===== config.mk =====
export PLATFORM = sky130hd
export DESIGN_NAME = pfde_queue
export DESIGN_NICKNAME = d
export VERILOG_FILES = /design/src/sv/page_framebuffer_draw_engine_top_macros.svh /design/src/sv/pfde_pkg.sv /design/src/sv/pfde_queue.sv
export SDC_FILE = /design/constraint.sdc
export NUM_CORES = 1
export LEC_CHECK = 0
export BUFFER_PORTS_ARGS = -buffer_cell sky130_fd_sc_hd__buf_2
export CAP_MARGIN = 20
export CELL_PAD_IN_SITES_DETAIL_PLACEMENT = 0
export CELL_PAD_IN_SITES_GLOBAL_PLACEMENT = 2
export CORE_UTILIZATION = 41
export DETAILED_ROUTE_END_ITERATION = 10
export GPL_TIMING_DRIVEN = 0
export PLACE_DENSITY = 0.92
export SYNTH_ARGS = -nofsm -noshare
export SYNTH_HDL_FRONTEND = slang
export SYNTH_SLANG_ARGS = --single-unit

===== constraint.sdc =====
create_clock -name clk -period 6.4 [get_ports clk]
set_clock_uncertainty 0.1 [all_clocks]
set_input_delay 1.92 -clock clk [delete_from_list [all_inputs] [get_ports clk]]
set_output_delay 1.92 -clock clk [all_outputs]
set_load 0.05 [all_outputs]

===== src/sv/page_framebuffer_draw_engine_top_macros.svh =====
// assertion macros used by the draw engine back end
`ifndef PAGE_FRAMEBUFFER_DRAW_ENGINE_TOP_MACROS_SVH
`define PAGE_FRAMEBUFFER_DRAW_ENGINE_TOP_MACROS_SVH

// same-cycle implication, disabled while in reset
`define PFDE_ASSERT_IMPL(lbl, ante, cons, msg) \
	lbl: assert property (@(posedge clk) disable iff (!arst_n) (ante) |-> (cons)) \
		else $error(msg);

// next-cycle implication, disabled while in reset
`define PFDE_ASSERT_NEXT(lbl, ante, cons, msg) \
	lbl: assert property (@(posedge clk) disable iff (!arst_n) (ante) |=> (cons)) \
		else $error(msg);

`endif


===== src/sv/pfde_pkg.sv =====
// shared constants, command codes and types of the draw engine
package pfde_pkg;

	localparam int RAM_COLUMNS    = 132;
	localparam int ROWS           = 64;
	localparam int COLUMN_OFFSET  = 2;
	localparam int MAX_THICKNESS  = 15;
	localparam int PAGES          = ROWS / 8;
	localparam int STORE_DEPTH    = PAGES * RAM_COLUMNS;
	localparam int ADDR_W         = $clog2(STORE_DEPTH);
	localparam int PAGE_W         = (PAGES > 1) ? $clog2(PAGES) : 1;
	localparam int SP_W           = $clog2(PAGES + 1);
	localparam int COL_BITS       = PAGES * 8;
	localparam int LINE_COORD_MAX = 127;
	localparam int LINE_COL_LIMIT = 128;
	localparam int LINE_ROW_LIMIT = 64;
	localparam int CRD_W          = 10;
	localparam int QUEUE_DEPTH    = 2;

	localparam logic [2:0] FUNC_LINE   = 3'd0;
	localparam logic [2:0] FUNC_RECT   = 3'd1;
	localparam logic [2:0] FUNC_SDOWN  = 3'd2;
	localparam logic [2:0] FUNC_SUP    = 3'd3;
	localparam logic [2:0] FUNC_CLEAR  = 3'd4;
	localparam logic [2:0] FUNC_READ   = 3'd5;

	typedef enum logic [2:0] {
		OP_LINE,
		OP_RECT,
		OP_SCROLL,
		OP_CLEAR,
		OP_READ,
		OP_REJECT
	} op_t;

	typedef struct packed {
		op_t        op;
		logic [7:0] xa;
		logic [5:0] ya;
		logic [7:0] xb;
		logic [6:0] yb;
		logic [2:0] half;
		logic       thick_nz;
		logic       color;
		logic       down;
		logic [6:0] rows;
		logic       wipe;
		logic [2:0] page;
		logic [6:0] el;
		logic [6:0] es;
		logic       incx_neg;
		logic       incy_neg;
		logic       major;
	} cmd_t;

	typedef enum logic [3:0] {
		B_INIT,
		B_IDLE,
		B_CLEAR,
		B_PRD,
		B_PWR,
		B_LSTEP,
		B_LCTR,
		B_LPERP,
		B_RECT,
		B_SRD,
		B_SSH,
		B_SWR,
		B_BRD,
		B_BCAP,
		B_RESP
	} bstate_t;

endpackage


===== src/sv/pfde_queue.sv =====
// short command queue between front end and drawing back end
module pfde_queue (
	input  logic           clk,
	input  logic           arst_n,
	input  logic           push,
	input  pfde_pkg::cmd_t cmd_in,
	input  logic           pop,
	output pfde_pkg::cmd_t head,
	output logic           avail,
	output logic           full
);
	import pfde_pkg::*;

	localparam int PTR_W = (QUEUE_DEPTH > 1) ? $clog2(QUEUE_DEPTH) : 1;
	localparam int CNT_W = $clog2(QUEUE_DEPTH + 1);

	cmd_t             slot_q [QUEUE_DEPTH];
	logic [PTR_W-1:0] wr_q;
	logic [PTR_W-1:0] rd_q;
	logic [CNT_W-1:0] cnt_q;

	assign head  = slot_q[rd_q];
	assign avail = (cnt_q != '0);
	assign full  = (int'(cnt_q) == QUEUE_DEPTH);

	always_ff @(posedge clk) begin
		if (push) begin
			slot_q[wr_q] <= cmd_in;
		end
	end

	always_ff @(posedge clk or negedge arst_n) begin
		if (!arst_n) begin
			wr_q  <= '0;
			rd_q  <= '0;
			cnt_q <= '0;
		end else begin
			if (push) begin
				wr_q <= (int'(wr_q) == QUEUE_DEPTH - 1) ? '0 : wr_q + 1'b1;
			end
			if (pop) begin
				rd_q <= (int'(rd_q) == QUEUE_DEPTH - 1) ? '0 : rd_q + 1'b1;
			end
			cnt_q <= cnt_q + CNT_W'(push) - CNT_W'(pop);
		end
	end
endmodule


* After elaboration in Yosys (flattened, before gate mapping) *
Memory sizes are Yosys's and may differ from the RTL's.
Index checks and enable logic that the tools add are counted.

operators by class
  add/sub/neg operators = 4
  equal/unequal tests = 1
  mux-type cells = 4
  reduce and logical (&&, ||, !) cells = 1

operators by type and width
  cell                   count
  $mux W1                4
  $add A1 B1 Y1 const B  2
  $add A2 B1 Y2          1
  $eq A2 B2 Y1 const B   1
  $reduce_bool A2 Y1     1
  $sub A2 B1 Y2          1

storage, ports and cells
  register bits = 4
  RAM bits = 132
  bits of input ports = 70
  output and inout port bits = 68
  logic and storage cells = 14
  memories = 1

memory list
  memory  depth  width  read ports  clocked after memory_dff  write ports  line              source
  slot_q  2      66     1           0                         1            pfde_queue.sv:17  cmd_t slot_q [QUEUE_DEPTH];

* Depth between registers and ports, before layout *
  word-level depth = 2
  depth in mapped cells = 5
  depth with buffers taken out = 5

* Worst setup path after synthesis *
Ideal clock, no wire load.

  path type = input to register
  start = input port push
  end = memory slot_q[0][0] (netlist bit) (enable)
  setup time = 0.498 ns
  arrival = 4.820 ns
  data required time = 5.802 ns
  slack = 0.982 ns
  stages on the path = 1
  path buffers = 0
  cell sequence = nor2b_1

between the ends
  longest elaborated chain between the ends = 2

RTL lines
  element                        line              source
  start, declared                pfde_queue.sv:5   input logic push,
  $mux W1                        pfde_queue.sv:27  if (push) begin
  $mux W1 (implied by the code)  pfde_queue.sv:28  slot_q[wr_q] <= cmd_in;
  end, declared                  pfde_queue.sv:17

No other way between the ends.

==> results.tsv <==
stage	metric	value	unit
status	outcome	complete, no violations	
clock_tree	worst-case clock buffer depth	2	
critical_path	WS Path Type	reg2out	
placement	I/O Buffers	137	
synthesis	Netlist cell types	14	
synthesis	post-synthesis cell area	5075	um2
clock_tree	Clk Latency, worst-skew pair	0.40	ns
clock_tree	CTS HTree Levels	4	
drt	DR vias/cell	4.524	
global_route	initial antenna violation count	0	
global_route	number of global-route vias before repair	2644	
synthesis	Synth Area in XOR/XNOR	0.8136	%
power_and_ir_drop	Peak VDD IR	0.3017	mV
synthesis	Syn Nets	292	
global_route	first-pass GRT wire length	12880	um
synthesis	Syn Inst Count	220	
layout	commonest non-fill, non-tap cell in the layout	buf_2	
critical_path	Crit. End Element	output pin	
sta	Slew headroom	38.46	%
drt	Initial DRC Count	108	
layout	antenna fix cells	0	
drt	First-pass DRT Iterations	4	
sta	post-layout min period	3.761	ns
power_and_ir_drop	total design power	3.488	mW
die	Die Span Y	113.3	um
synthesis	synthesized area per cell	23.07	um2
drt	via count	2529	
placement	Final GP Congestion	0.6305	
sta	final setup vio count	0	
placement	placed cell area	6021	um2
drt	post-route ant nets	0	
clock_tree	Root Driver	clkbuf_16	
sta	Fin. Hold Viols	0	
global_route	grt ovf	0	
placement	Post-DP HPWL	5453	um
clock_tree	TritonCTS clock tree	built	
die	Die Wd	113.3	um
synthesis	post-synthesis compound-gate area fraction	0	%
critical_path	CP required	4.38	ns
job	Max Cap Violations	0	
clock_tree	hold buffers post-CTS	0	
power_and_ir_drop	Power Density	533.4	nW/um2
layout	final instance area	6539	um2
die	Core ar.	12060	um2
drt	DRC viols	0	
synthesis	main combinational cell family by area after synthesis	multiplexers	
synthesis	simple-gate share of the synthesized area	0.4931	%
clock_tree	Post-CTS Setup Bufs	0	
hold_path	class of the worst hold path	reg2reg	
sta	fmax	0.2659	GHz
layout	most frequent cells in the layout	buf_2 (140), edfxtp_1 (132), mux2_2 (36), mux2_4 (30), clkbuf_16 (17)	
layout	filler instances	966	
die	Die ar.	12830	um2
sta	Max Slew Vio Count	0	
drt	Avg WL per Cell	14.98	um
sta	RSZ-0062 raised after global routing	false	
sta	Min Hold Slack	0.4507	ns
clock_tree	Clock Sinks	136	
clock_tree	total CTS buffers	17	
critical_path	crit path max fanout	10	
die	Rows	40	
die	IO Count	138	
critical_path	WP data arrival	1.74	ns
layout	Layout area overhead	28.85	%
power_and_ir_drop	P_leak	2.589	nW
layout	area of the multi-input gates	957.2	um2
global_route	total track usage	13.76	%
synthesis	Synth Area in Adders	0.4931	%
clock_tree	Clk pin slew, worst setup/hold paths	0.05	ns
synthesis	register area share after synthesis	80.08	%
layout	layout net count	450	
layout	layout cell share with drive strength beyond 1	61.38	%
critical_path	CP Launch Type	flip-flop	
sta	slew of the pin with the lowest slew margin	0.9231	ns
synthesis	synthesized flop and latch total	136	
synthesis	synth warn	0	
sta	Final Cycle Share	58.77	%
drt	WL final	8374	um
synthesis	mux cell area share after synthesis	16.86	%
layout	total area of sequential cells	4064	um2
die	initial core utilization	42.07	%
clock_tree	Post-CTS Resized	0	
global_route	pin count of the biggest net entering global routing	67	
==> synth_stat cells, drive strengths merged <==
cell    instances  area share [%]
or2             1            0.12
nor2b           2            0.25
ha              2            0.49
and2            1            0.12
dfrtp           4             2.0
edfxtp        132              78
mux2           66              17
xor2            2            0.35
buf             7             1.1
inv             2            0.15
xor3            1            0.47
==> metal layers <==
metal  track usage [%]  routed length [um]  vias to the layer above
li1                  -                   -                     1189
met1             15.01                3452                     1230
met2             22.94                4170                       97
met3             5.678                 591                       13
met4             7.368                 159                        0
met5                 0                   0                        -
==> through the flow <==
| step | util [%] | worst slack [ns] | instances | TNS (ns) |
|---|---|---|---|---|
| finish | 54.21 | 2.639 | 559 | 0 |
| floorplan | - | 0.9819 | 220 | 0 |
| CTS | 54.21 | 2.585 | 559 | 0 |
| global route | 54.21 | 2.549 | 559 | 0 |
| global placement | 49.50 | -0.7176 | 525 | -47.07 |
| detailed placement | 49.92 | 3.034 | 527 | 0 |
==> power breakdown <==
group          switching (mW)  leakage (nW)  internal [mW]  total (mW)
clock                   0.321         0.259          0.522       0.844
combinational           0.977          1.05          0.437        1.41
sequential             0.0451          1.29           1.19        1.23
total                    1.34          2.59           2.14        3.49
==> final timing paths <==
check / from / to / slack, ns / depth (start not counted)
min reg2reg: wr_q$_DFFE_PN0P_ / wr_q$_DFFE_PN0P_ / 0.45 / 1
max reg2reg: wr_q$_DFFE_PN0P_ / slot_q[1][19]$_DFFE_PP_ / 4.67 / 1
max in group asynchronous: arst_n / wr_q$_DFFE_PN0P_ / 4.86 / 1
max: rd_q$_DFFE_PN0P_ / head[31] / 2.64 / 4
min in group asynchronous: arst_n / cnt_q[0]$_DFF_PN0_ / 1.22 / 1
min: wr_q$_DFFE_PN0P_ / wr_q$_DFFE_PN0P_ / 0.45 / 1
==> critical path, stage by stage (launching register included) <==
cell	delay, ns
dfrtp_1	0.37
buf_4	0.22
buf_6	0.21
mux2_4	0.31
buf_2	0.21
==> kinds of logic (layout without fill, tap and decap cells) <==
family	after synthesis	count (layout)
buffers and inverters	9	180
flip-flops	136	136
adder cells (fa/ha/maj)	2	2
AND/OR/NAND/NOR	4	4
multiplexers	66	66
XOR/XNOR	3	3
==> flip-flops by register name, indices dropped and copies added, names as in the netlist <==
| name | cells |
|---|---|
| cnt_q | 2 |
| rd_q | 1 |
| slot_q | 132 |
| wr_q | 1 |
==> area by class of cell <==
class	count	share of cell area, %
Timing Repair Buffer	139	11.10
Inverter	2	0.1148
Multi-Input combinational cell	75	14.64
Buffer	7	0.8611
Clock inverter	5	0.3827
Tap cell	168	3.215
Sequential cell	136	62.15
Clock buffer	27	7.539
Note: power is estimated with default switching activity, not from simulation.
