### src/sv/page_framebuffer_draw_engine_top_macros.svh
// assertion macros used by the draw engine back end
`ifndef PAGE_FRAMEBUFFER_DRAW_ENGINE_TOP_MACROS_SVH
`define PAGE_FRAMEBUFFER_DRAW_ENGINE_TOP_MACROS_SVH

// same-cycle implication, disabled while in reset
`define PFDE_ASSERT_IMPL(lbl, ante, cons, msg) \
	lbl: assert property (@(posedge clk) disable iff (!arst_n) (ante) |-> (cons)) \
		else $error(msg);

// next-cycle implication, disabled while in reset
`define PFDE_ASSERT_NEXT(lbl, ante, cons, msg) \
	lbl: assert property (@(posedge clk) disable iff (!arst_n) (ante) |=> (cons)) \
		else $error(msg);

`endif

### src/sv/pfde_pkg.sv
// shared constants, command codes and types of the draw engine
package pfde_pkg;

	localparam int RAM_COLUMNS    = 132;
	localparam int ROWS           = 64;
	localparam int COLUMN_OFFSET  = 2;
	localparam int MAX_THICKNESS  = 15;
	localparam int PAGES          = ROWS / 8;
	localparam int STORE_DEPTH    = PAGES * RAM_COLUMNS;
	localparam int ADDR_W         = $clog2(STORE_DEPTH);
	localparam int PAGE_W         = (PAGES > 1) ? $clog2(PAGES) : 1;
	localparam int SP_W           = $clog2(PAGES + 1);
	localparam int COL_BITS       = PAGES * 8;
	localparam int LINE_COORD_MAX = 127;
	localparam int LINE_COL_LIMIT = 128;
	localparam int LINE_ROW_LIMIT = 64;
	localparam int CRD_W          = 10;
	localparam int QUEUE_DEPTH    = 2;

	localparam logic [2:0] FUNC_LINE   = 3'd0;
	localparam logic [2:0] FUNC_RECT   = 3'd1;
	localparam logic [2:0] FUNC_SDOWN  = 3'd2;
	localparam logic [2:0] FUNC_SUP    = 3'd3;
	localparam logic [2:0] FUNC_CLEAR  = 3'd4;
	localparam logic [2:0] FUNC_READ   = 3'd5;

	typedef enum logic [2:0] {
		OP_LINE,
		OP_RECT,
		OP_SCROLL,
		OP_CLEAR,
		OP_READ,
		OP_REJECT
	} op_t;

	typedef struct packed {
		op_t        op;
		logic [7:0] xa;
		logic [5:0] ya;
		logic [7:0] xb;
		logic [6:0] yb;
		logic [2:0] half;
		logic       thick_nz;
		logic       color;
		logic       down;
		logic [6:0] rows;
		logic       wipe;
		logic [2:0] page;
		logic [6:0] el;
		logic [6:0] es;
		logic       incx_neg;
		logic       incy_neg;
		logic       major;
	} cmd_t;

	typedef enum logic [3:0] {
		B_INIT,
		B_IDLE,
		B_CLEAR,
		B_PRD,
		B_PWR,
		B_LSTEP,
		B_LCTR,
		B_LPERP,
		B_RECT,
		B_SRD,
		B_SSH,
		B_SWR,
		B_BRD,
		B_BCAP,
		B_RESP
	} bstate_t;

endpackage

### src/sv/pfde_front.sv
// command front end: accept handshake, bounds checks and line set-up
module pfde_front (
	input  logic           start,
	input  logic           q_full,
	input  logic           init_busy,
	input  logic [2:0]     func,
	input  logic [7:0]     x_a,
	input  logic [5:0]     y_a,
	input  logic [7:0]     x_b,
	input  logic [6:0]     y_b,
	input  logic [3:0]     thickness,
	input  logic           color,
	input  logic [6:0]     scroll_rows,
	input  logic [2:0]     page,
	output logic           busy,
	output logic           push,
	output pfde_pkg::cmd_t cmd
);
	import pfde_pkg::*;

	logic [7:0] dx;
	logic [6:0] dy;
	logic [4:0] thick_sat;
	logic       line_bad;
	logic       rect_bad;
	logic       read_bad;

	assign busy = q_full | init_busy;
	assign push = start & ~busy;

	always_comb begin
		dx = (x_b > x_a) ? (x_b - x_a) : (x_a - x_b);
		dy = (y_b > {1'b0, y_a}) ? (y_b - {1'b0, y_a}) : ({1'b0, y_a} - y_b);
		thick_sat = (int'(thickness) > MAX_THICKNESS) ? 5'(MAX_THICKNESS) : {1'b0, thickness};
		line_bad = (int'(x_a) > LINE_COORD_MAX) || (int'(x_b) > LINE_COORD_MAX)
			|| (int'(y_b) > LINE_COORD_MAX);
		rect_bad = (x_b == 8'd0) || (y_b == 7'd0) || (int'(x_a) > RAM_COLUMNS)
			|| (int'(x_a) + int'(x_b) > RAM_COLUMNS) || (int'(y_a) > ROWS)
			|| (int'(y_a) + int'(y_b) > ROWS);
		read_bad = (int'(x_a) >= RAM_COLUMNS) || (int'(page) >= PAGES);

		cmd.xa       = x_a;
		cmd.ya       = y_a;
		cmd.xb       = x_b;
		cmd.yb       = y_b;
		cmd.half     = thick_sat[3:1];
		cmd.thick_nz = (thick_sat != 5'd0);
		cmd.color    = color;
		cmd.down     = (func == FUNC_SDOWN);
		cmd.rows     = scroll_rows;
		cmd.wipe     = (int'(scroll_rows) >= COL_BITS);
		cmd.page     = page;
		cmd.major    = ({1'b0, dx[6:0]} > {1'b0, dy}) && (dx[7] == 1'b0);
		cmd.el       = cmd.major ? dx[6:0] : dy;
		cmd.es       = cmd.major ? dy : dx[6:0];
		cmd.incx_neg = !(x_a < x_b);
		cmd.incy_neg = !({1'b0, y_a} < y_b);

		case (func)
			FUNC_LINE:  cmd.op = line_bad ? OP_REJECT : OP_LINE;
			FUNC_RECT:  cmd.op = rect_bad ? OP_REJECT : OP_RECT;
			FUNC_SDOWN: cmd.op = OP_SCROLL;
			FUNC_SUP:   cmd.op = OP_SCROLL;
			FUNC_CLEAR: cmd.op = OP_CLEAR;
			FUNC_READ:  cmd.op = read_bad ? OP_REJECT : OP_READ;
			default:    cmd.op = OP_REJECT;
		endcase
	end
endmodule

### config.mk
export PLATFORM = sky130hd
export DESIGN_NAME = pfde_front
export DESIGN_NICKNAME = d
export VERILOG_FILES = /design/src/sv/page_framebuffer_draw_engine_top_macros.svh /design/src/sv/pfde_pkg.sv /design/src/sv/pfde_front.sv
export SDC_FILE = /design/constraint.sdc
export NUM_CORES = 1
export LEC_CHECK = 0
export ABC_AREA = 1
export BUFFER_PORTS_ARGS = -buffer_cell sky130_fd_sc_hd__buf_2
export CAP_MARGIN = 20
export CORE_MARGIN = 2
export CORE_UTILIZATION = 32
export DETAILED_ROUTE_END_ITERATION = 10
export PLACE_DENSITY = 0.53
export SYNTH_ARGS = -nofsm -noshare
export SYNTH_HDL_FRONTEND = slang
export SYNTH_SLANG_ARGS = --single-unit
### constraint.sdc
create_clock -name vclk -period 4.56
set_clock_uncertainty 0.15 [all_clocks]
set_input_delay 0.684 -clock vclk [all_inputs]
set_output_delay 0.684 -clock vclk [all_outputs]
set_load 0.005 [all_outputs]
# Yosys cells after proc, flatten, opt, wreduce, memory -nomap -nowiden
# Index checks and enable logic that the tools add are counted.
# word_totals
regBits,0
latch_bits,0
mem_bits_rw,0
mem_bits_ro,0
inputBits,50
out_inout_bits,68
word_cells,48
n_memories,0
# classes
addsub,6
mul,0
div_mod_pow,0
order_cmp,12
eq_ne,5
n_shift,0
n_mux,8
bitwise_logic,4
reduce_logical,13
# op_table
operator,count
$gt 8x7->1 const B,3
$mux 7,3
$sub 8x8->8,2
$pmux 3 s5,1
$add 8x8->9,1
$gt 9x8->1 const B,1
$add 6x7->8,1
$ge 8x8->1 const B,1
$gt 8x8->1,1
$gt 8x8->1 const B,1
$logic_not 8->1,1
$lt 8x8->1,1
$mux 8,1
$ge 7x7->1 const B,1
$gt 7x6->1,1
$gt 7x7->1,1
$logic_not 7->1,1
$lt 6x7->1,1
$sub 6x7->7,1
$sub 7x6->7,1
$eq 3x2->1 const B,2
$eq 3x3->1 const B,2
$mux 3,2
$logic_or 1x1->1,5
10 further kinds,12

# Depth between registers and ports, before layout
# Gate-level depths: netlist of run 1.
# depth
depth_word,7
ltp_mapped,22
mapped_depth_nobuf,22

# Worst setup path after synthesis of run 1
# Ideal clock, no wire load.
# synth_timing
kind,input to output
start,input port x_b[0]
end,output port cmd[10] (netlist name)
arrival_ns,3.072
required_time_ns,3.726
slack_ns,0.654
cell_stages,19
n_path_buf,1
cell_sequence,inv_1 > ha_1 > inv_1 > fa_1 > nand3_1 > nand2_1 > nand2_1 > nand2_2 > nand2_4 > nand2_1 > nand2_1 > inv_1 > ha_1 > nand2_1 > o21a_1 > a21oi_1 > nand3_4 > buf_6 > o21ai_2
# synth_lines
item,line,source
"start, declared",pfde_front.sv:9,"input logic [7:0] x_b,"
"end, declared",pfde_front.sv:17,output pfde_pkg::cmd_t cmd

==> results of run 1 <==
## routing by layer
layer	up-vias	GRT usage, %	routed length, um
li1	1717	-	-
met1	1460	22.1	4110
met2	76	28.4	4000
met3	4	0.339	341
met4	0	0.506	27
met5	-	0	0
## cells by family after synthesis
group           Yosys count  share of synthesized area (%)
compound gates           75                           15.1
xor+xnor                 20                           5.60
fa+ha+maj                55                           23.5
buf+inv                 133                           23.0
simple gates            235                           32.9
## cell usage after synthesis
cell	count
a31o_2	1
nand4_1	6
nand2_4	2
inv_4	2
nand3_1	32
inv_2	3
nand2_1	134
o21bai_1	4
buf_4	45
nand3_4	1
a21o_1	1
nor4b_1	1
inv_1	73
a31oi_1	1
fa_1	6
clkbuf_1	1
nand3_2	1
or4_1	1
nand2_2	13
buf_8	1
xor2_1	18
a21oi_2	4
or2_2	1
a21oi_1	27
buf_2	4
nor3_1	2
o211ai_1	5
o21ai_2	8
ha_1	49
o31ai_1	1
o21ai_0	11
nor2_2	1
o21a_1	7
buf_6	4
o21ai_1	5
nor3_2	1
xnor2_1	2
nor2_1	39
## critical path, cell delays in order
cell	delay [ps]
buf_2	120
inv_1	50
ha_1	130
inv_1	70
fa_1	440
nand2_1	90
inv_1	50
nor2_1	100
o21bai_1	80
xor2_1	130
nand2_1	60
nand2_1	90
inv_1	100
ha_4	280
nand3_2	80
nor2_1	100
nand2_1	70
a21oi_2	180
nand3_4	90
buf_12	180
inv_4	80
nand2_1	50
nand2_1	70
buf_2	100
## timing repair
action,4_1_cts,5_1_grt
resized for setup,0,24
setup endpoints to repair,0,15
setup buffers,0,2
## power by group through the flow
| stage | sequential [W] | combinational [W] | clock, W |
|---|---|---|---|
| detailed placement | 0 | 0.000697 | 0 |
| global route | 0 | 0.000834 | 0 |
| finish | 0 | 0.000736 | 0 |
| floorplan | 0 | 0.000498 | 0 |
| CTS | 0 | 0.000700 | 0 |
| global placement | 0 | 0.000691 | 0 |
## worst max path at each step
stage,start,end,slack (ps),cells after the start
2_1_floorplan,x_b[0],cmd[10],650,19
3_3_place_gp,x_b[0],cmd[15],110,22
3_5_place_dp,x_a[3],cmd[14],10,24
4_1_cts,x_a[3],cmd[14],6,24
5_1_grt,x_b[0],cmd[14],5,25
6_report,y_a[0],cmd[12],240,24
## through the flow
step                cell area, um^2  hold slack [ps]  instances  setup WS [ps]  util (%)
finish                         3600             1220        712            242      37.4
global route                   3600             1220        712           4.96      37.4
CTS                            3490             1220        709           5.72      36.2
detailed placement             3490             1220        709           13.1      36.2
global placement               3490             1220        709            109      36.2
floorplan                      3130             1250        518            654         -
## area by class of cell
cell class / instances / area share (%)
Tap cell: 133 / 4.62
Inverter: 78 / 8.34
Timing Repair Buffer: 115 / 17.7
Multi-Input combinational cell: 386 / 69.3
## placed cells by master (no fill, tap or decap), drive strengths merged
master / instances
nand2: 150
buf: 115
inv: 78
ha: 49
nor2: 40
nand3: 34
a21oi: 31
o21ai: 24
xor2: 18
o21a: 7
nand4: 6
fa: 6
o211ai: 5
o21bai: 4
nor3: 3
xnor2: 2
a21o: 1
a31oi: 1
o31ai: 1
a31o: 1
nor4b: 1
or2: 1
or4: 1
==> run_results.csv, run 1 <==
group,metric,value,unit
place,port_buffers,95,
synthesis,synth_top_area_share,19.6,%
global_routing,grt_remaining_overflow,0,
synthesis,synth.avg_cell_area,6.03,um^2
finish,final_nets,686,
global_routing,grt_pass1_wl,13700,um
hold_path,min-delay-start,"page[2]",
floorplanning,coreArea,0.00964,mm^2
synthesis,synth_cells,518,
critical_path,crit_required,3730,ps
critical_path,worstSetupStartpointType,"input pin",
timing,final.setup.tns,0,ps
timing,timing.slew.headroom,75.7,%
pwr,internal_power,0.000311,W
finish,multi_input_area,0.00250,mm^2
timing,max_freq,232,MHz
pwr,power,0.000736,W
critical_path,critPathKind,"input pin to output pin",
global_routing,grt_usage,15.7,%
floorplanning,die_h,103,um
routing,drtIter0Drc,96,
pwr,p_switching,0.000425,W
routing,wirelength,8480,um
pwr,leakagePower,2.05,nW
finish,clock_buffers,0,
place,place_congestion,0.852,
pwr,power.density,204,mW/mm^2
hold_path,min_to,"cmd[19]",
routing,antenna_left,0,
timing,setup_violations,0,
hold_path,hold_path_depth,0,
finish,regArea,0,um^2
place,hpwlAfterDp,7340,um
synthesis,synth_cell_types,38,
pwr,p_comb_share,100.0,%
finish,syn_to_final_growth,15.2,%
floorplanning,io_pins,118,
global_routing,grt_start_max_net_pins,26,
pwr,ir_worst_vdd,0.000112,V
finish,fillCellCount,1090,
routing,dr.pass1.iters,4,
timing,hold_violations,0,
floorplanning,die_w,103,um
floorplanning,initial_core_util,32.4,%
synthesis,syn-cell-area,0.00313,mm^2
routing,vias,3257,
global_routing,grt_pass1_vias,3037,
synthesis,syn_nets,623,
critical_path,crit_path_max_fanout,25,
synthesis,yosys.area.top_type,"ha_1",
finish,nFlopsAndLatches,0,
routing,wl_per_cell,11.9,um
critical_path,critPathArrivalTime,3480,ps
flow_run,maxCapViolCount,0,
hold_path,min_path_type,"input pin to output pin",
timing,period_needed,4320,ps
global_routing,antenna_found_initial,0,
pwr,switching_share,57.8,%
synthesis,yosysSeqAreaShare,0,%
pwr,seqPwrFrac,0,%
floorplanning,dieArea,0.0106,mm^2
pwr,clkPwrFrac,0,%
finish,drive_gt1_share,29.7,%
run_status,status,"completed",
timing,slew_violations,0,
finish,antenna_cells,0,
timing,worst_pin_slew,362,ps
timing,grt_setup_unrepaired,"no",
synthesis,synth.yosys.warnings,0,
floorplanning,rows,36,
critical_path,endpoint_kind,"output pin",
routing,drc,0,
timing,post-route-period-util,94.7,%
routing,avgViaCountPerCell,4.57,
synthesis,yosys-top-cells-area,"ha_1, nand2_1, buf_4",
clock_tree,holdBufCountCts,0,
Power figures use the tool's default switching activity.
==> inputs of run 2 (changes only) <==
--- a/config.mk
+++ b/config.mk
@@ -9,9 +9,9 @@
 export BUFFER_PORTS_ARGS = -buffer_cell sky130_fd_sc_hd__buf_2
 export CAP_MARGIN = 20
 export CORE_MARGIN = 2
-export CORE_UTILIZATION = 32
+export CORE_UTILIZATION = 45
 export DETAILED_ROUTE_END_ITERATION = 10
-export PLACE_DENSITY = 0.53
+export PLACE_DENSITY = 0.71
 export SYNTH_ARGS = -nofsm -noshare
 export SYNTH_HDL_FRONTEND = slang
 export SYNTH_SLANG_ARGS = --single-unit
==> run 2 against run 1 <==
Effect of this change:
- combinational power grew 8.3%
- critical path type unchanged
- first-iteration DRC count grew 77%
- total power grew 8.3%
- utilization grew 16 points
- hold slack is the same
- flip-flop and latch count is the same
- sequential share of layout area is the same
- fmax shrank 2.7%
==> run_results.csv, run 2 (synthesized netlist as in run 1, its figures left out) <==
group,metric,value,unit
run_status,status,"completed",
global_routing,grt_usage,20.7,%
routing,met2_length,3980,um
finish,regArea,0,um^2
global_routing,grt_pass1_vias,2986,
pwr,power.density,220,mW/mm^2
finish,final_nets,691,
critical_path,crit_path_max_incr_delay,430,ps
finish,layout_common_cells,"nand2_1, buf_2, inv_1",
routing,top_layer_used,"met4",
routing,avgViaCountPerCell,5.13,
global_routing,grt_remaining_overflow,0,
timing,timing.slew.headroom,75.1,%
routing,dr.pass1.iters,5,
pwr,ir_worst_vdd,0.0000922,V
critical_path,path_buf_inv,6,
critical_path,cp-startpoint,"x_a[4]",
routing,drtIter0Drc,170,
timing,max_freq,225,MHz
place,dp.cells,659,
routing,wl_met1,3920,um
timing,setup_violations,0,
timing,hold_violations,0,
finish,syn_to_final_growth,16.2,%
floorplanning,dieArea,0.00763,mm^2
routing,drc,0,
finish,drive_gt1_share,31.2,%
clock_tree,holdBufCountCts,0,
timing,final.setup.tns,0,ps
flow_run,maxCapViolCount,0,
routing,wl_per_cell,12.7,um
critical_path,critical-path-slowest-cell,"ha_2",
pwr,leakagePower,2.08,nW
finish,final_common_cell,"nand2_1",
critical_path,worstSetupStartpointType,"input pin",
floorplanning,die_w,87.3,um
critical_path,critPathArrivalTime,3600,ps
critical_path,critPathKind,"input pin to output pin",
finish,nFlopsAndLatches,0,
floorplanning,io_pins,118,
timing,worst_pin_slew,369,ps
finish,fillCellCount,718,
hold_path,min_path_type,"input pin to output pin",
place,port_buffers,95,
timing,post-route-period-util,97.3,%
finish,clock_buffers,0,
routing,vias,3405,
critical_path,crit_path_max_fanout,9,
floorplanning,coreArea,0.00676,mm^2
critical_path,cpLargestDelayFamily,"simple AND/OR/NAND/NOR gates",
hold_path,min-delay-start,"scroll_rows[1]",
routing,antenna_left,0,
finish,fin_area,0.00363,mm^2
routing,wirelength,8440,um
critical_path,crit_required,3730,ps
critical_path,cp_common_cell,"nand2_1",
routing,wl_met3,409,um
global_routing,grt_pass1_wl,13400,um
place,dpl_cell_area,0.00344,mm^2
timing,slew_violations,0,
finish,antenna_cells,0,
place,place_congestion,0.918,
finish,finalNonFillerCells,664,
floorplanning,rows,30,
floorplanning,initial_core_util,46.3,%
global_routing,grt_start_max_net_pins,12,
floorplanning,die_h,87.3,um
critical_path,worstPathCellList,"buf_2 > inv_1 > ha_2 > nand2_2 > nor2_2 > nand2_1 > nand2_2 > nand2_4 > inv_4 > nand2_1 > nand2_1 > inv_1 > ha_4 > nand3_2 > nor2_1 > nand2_1 > a21oi_4 > nand3_4 > buf_4 > nand2_2 > o21ai_2 > buf_2",
global_routing,antenna_found_initial,0,
place,hpwlAfterDp,7130,um
critical_path,endpoint_kind,"output pin",
timing,period_needed,4440,ps
finish,post-route-util,53.7,%
==> run 2: repair_timing <==
item,CTS,global route
resized for setup,1,31
pin swaps,1,2
endpoints found under the hold margin,0,0
buffers inserted,4,0
gates cloned,0,1
endpoints found under the setup margin,11,15
==> run 2: path summary, 6_finish.rpt <==
| path | end | slack, ps | cells past startpoint |
|---|---|---|---|
| worst max-delay path | cmd[7] | 120 | 22 |
| worst min-delay path | cmd[22] | 1220 | 0 |
==> run 2: metrics by stage <==
stage,worst slack (ps),power [W],hold WS [ps]
after CTS,46.6,0.000724,1220
final,123,0.000797,1220
after detailed placement,-107,0.000697,1220
after global routing,-26.6,0.000882,1220
after floorplan,654,0.000498,1250
after global placement,53.4,0.000676,1220
==> run 2: layer usage <==
| layer | GRT usage (%) | up-vias |
|---|---|---|
| li1 | - | 1734 |
| met1 | 29.3 | 1537 |
| met2 | 35.6 | 119 |
| met3 | 0.664 | 15 |
| met4 | 3.08 | 0 |
| met5 | 0 | - |
==> run 2: report_power, final <==
part | total [W] | switching [W] | internal (W)
sequential | 0 | 0 | 0
combinational | 0.000797 | 0.000451 | 0.000346
clock | 0 | 0 | 0
==> run 2: final cells by class <==
type / count / area, um^2 / share of cell area, %
multi-input combinational: 386 / 2570 / 70.7
timing repair buffer: 120 / 667 / 18.4
inverter: 78 / 298 / 8.20
tap: 80 / 100 / 2.76
==> inputs of run 3 (changes only) <==
==> constraint.sdc (replaced) <==
create_clock -name vclk -period 5.1
set_clock_uncertainty 0.15 [all_clocks]
set_input_delay 0.765 -clock vclk [all_inputs]
set_output_delay 0.765 -clock vclk [all_outputs]
set_load 0.005 [all_outputs]
==> run 3 against run 2 <==
Effect of this change:
- utilization shrank 4.6 points
- critical path depth is 3 lower
- wire length shrank 5.8%
- sequential share of layout area is the same
- global-route usage shrank 1.0 points
- count of clock-buffer cells in the layout unchanged
- cell area down 8.5%
- die area did not move
- non-clock buffer count shrank 23
- first-iteration DRC count decreased by 8.2%
- via count decreased by 4.9%
- largest cell class unchanged
==> run_results.csv, run 3 (synthesized netlist as in run 1, its figures left out) <==
group,metric,value,unit
pwr,internal_power,0.000236,W
pwr,switching_share,60.7,%
global_routing,grt_remaining_overflow,0,
finish,final_common_cell,"nand2_1",
finish,syn_to_final_growth,6.33,%
pwr,ir_worst_vdd,0.0000648,V
finish,regArea,0,um^2
timing,setup_violations,0,
floorplanning,dieArea,0.00763,mm^2
finish,final_nets,668,
critical_path,crit_required,4180,ps
routing,drc,0,
finish,antenna_cells,0,
routing,dr.pass1.iters,4,
pwr,seqPwrFrac,0,%
pwr,p_comb_share,100.0,%
global_routing,antenna_found_initial,0,
critical_path,cp-startpoint,"y_a[5]",
global_routing,grt_pass1_wl,12700,um
pwr,p_switching,0.000366,W
run_status,status,"completed",
finish,drive_gt1_share,25.0,%
routing,drtIter0Drc,156,
hold_path,min_path_type,"input pin to output pin",
timing,fin_ws,304,ps
timing,period_needed,4800,ps
floorplanning,rows,30,
timing,max_freq,209,MHz
timing,post-route-period-util,94.0,%
critical_path,critical-path-slowest-cell,"ha_1",
critical_path,cp_common_cell,"nand2_1",
clock_tree,holdBufCountCts,0,
routing,wirelength,7960,um
place,port_buffers,95,
finish,layout_common_cells,"nand2_1, buf_2, inv_1",
timing,final.setup.tns,0,ps
global_routing,grt_usage,19.7,%
critical_path,critPathKind,"input pin to output pin",
global_routing,grt_pass1_vias,2869,
pwr,power.density,181,mW/mm^2
timing,hold_violations,0,
timing,timing.hold.ws,1380,ps
critical_path,worstSetupStartpointType,"input pin",
critical_path,crit_path_max_fanout,13,
timing,worst_pin_slew,368,ps
routing,vias,3238,
timing,grt_setup_unrepaired,"no",
critical_path,endpoint_kind,"output pin",
place,place_congestion,0.965,
finish,post-route-util,49.2,%
routing,antenna_left,0,
flow_run,maxCapViolCount,0,
critical_path,crit_path_max_incr_delay,470,ps
place,hpwlAfterDp,6730,um
floorplanning,die_h,87.3,um
timing,slew_violations,0,
pwr,clkPwrFrac,0,%
critical_path,worstPathCellList,"buf_2 > inv_1 > ha_1 > nand2_1 > o21a_1 > nand2_1 > nand2_2 > o21ai_0 > nand2_1 > ha_1 > nand2_1 > o21ai_0 > nand2_1 > a21oi_2 > nand3_4 > inv_2 > nand2_1 > nand2_1 > buf_2",
finish,clock_buffers,0,
timing,timing.slew.headroom,75.2,%
routing,avgViaCountPerCell,5.05,
floorplanning,die_w,87.3,um
floorplanning,initial_core_util,46.3,%
routing,wl_per_cell,12.4,um
floorplanning,io_pins,118,
critical_path,critPathArrivalTime,3880,ps
global_routing,grt_start_max_net_pins,26,
place,pre_cts_ws,129,ps
finish,nFlopsAndLatches,0,
pwr,leakagePower,1.96,nW
floorplanning,coreArea,0.00676,mm^2
critical_path,endpoint,"cmd[12]",
run 3: how the worst min path moves through the flow:
stage | startpoint | end | slack (ps) | cells past startpoint
2_1_floorplan | func[2] | cmd[28] | 1410 | 1
3_3_place_gp | scroll_rows[3] | cmd[24] | 1380 | 0
3_5_place_dp | scroll_rows[3] | cmd[24] | 1380 | 0
4_1_cts | scroll_rows[3] | cmd[24] | 1380 | 0
5_1_grt | scroll_rows[5] | cmd[26] | 1380 | 0
6_report | scroll_rows[1] | cmd[22] | 1380 | 0
run 3: power groups by stage:
stage               registers (W)  clock network [W]  logic [W]
detailed placement              0                  0   0.000581
CTS                             0                  0   0.000584
global route                    0                  0   0.000679
finish                          0                  0   0.000602
floorplan                       0                  0   0.000445
global placement                0                  0   0.000572
run 3: metal layers:
| metal | vias up | part of all wire (%) | wire length, um | GRT usage [%] |
|---|---|---|---|---|
| met2 | 87 | 46 | 3660 | 33.3 |
| met3 | 15 | 4.6 | 366 | 0.758 |
| met5 | - | 0 | 0 | 0 |
| met1 | 1446 | 48 | 3840 | 28.3 |
| met4 | 0 | 1.2 | 95 | 2.80 |
| li1 | 1690 | - | - | - |
run 3: critical path, delay by kind of cell:
family / cells / cell delay (ps)
AND/OR/NAND/NOR: 9 / 1030
AO/OA/AOI/OAI: 4 / 870
adder cells (fa/ha/maj): 2 / 790
buffers and inverters: 4 / 420
run 3: layout make-up:
cell class / instances / area (um^2)
Fill cell: 735 / 3430
Multi-Input combinational cell: 386 / 2430
Timing Repair Buffer: 97 / 490
Inverter: 78 / 298
Tap cell: 80 / 100
run 3: through the flow:
step | area, um^2 | power (W) | std cells
after floorplan | 3130 | 0.000445 | 518
after global placement | 3290 | 0.000572 | 640
after detailed placement | 3290 | 0.000581 | 640
after CTS | 3290 | 0.000584 | 640
after global routing | 3320 | 0.000679 | 641
final | 3320 | 0.000602 | 641
run 3: what timing repair did:
| item | 4_1_cts | 5_1_grt |
|---|---|---|
| buffers inserted | 0 | 0 |
| gates resized for setup | 0 | 6 |
| setup endpoints to repair | 0 | 15 |
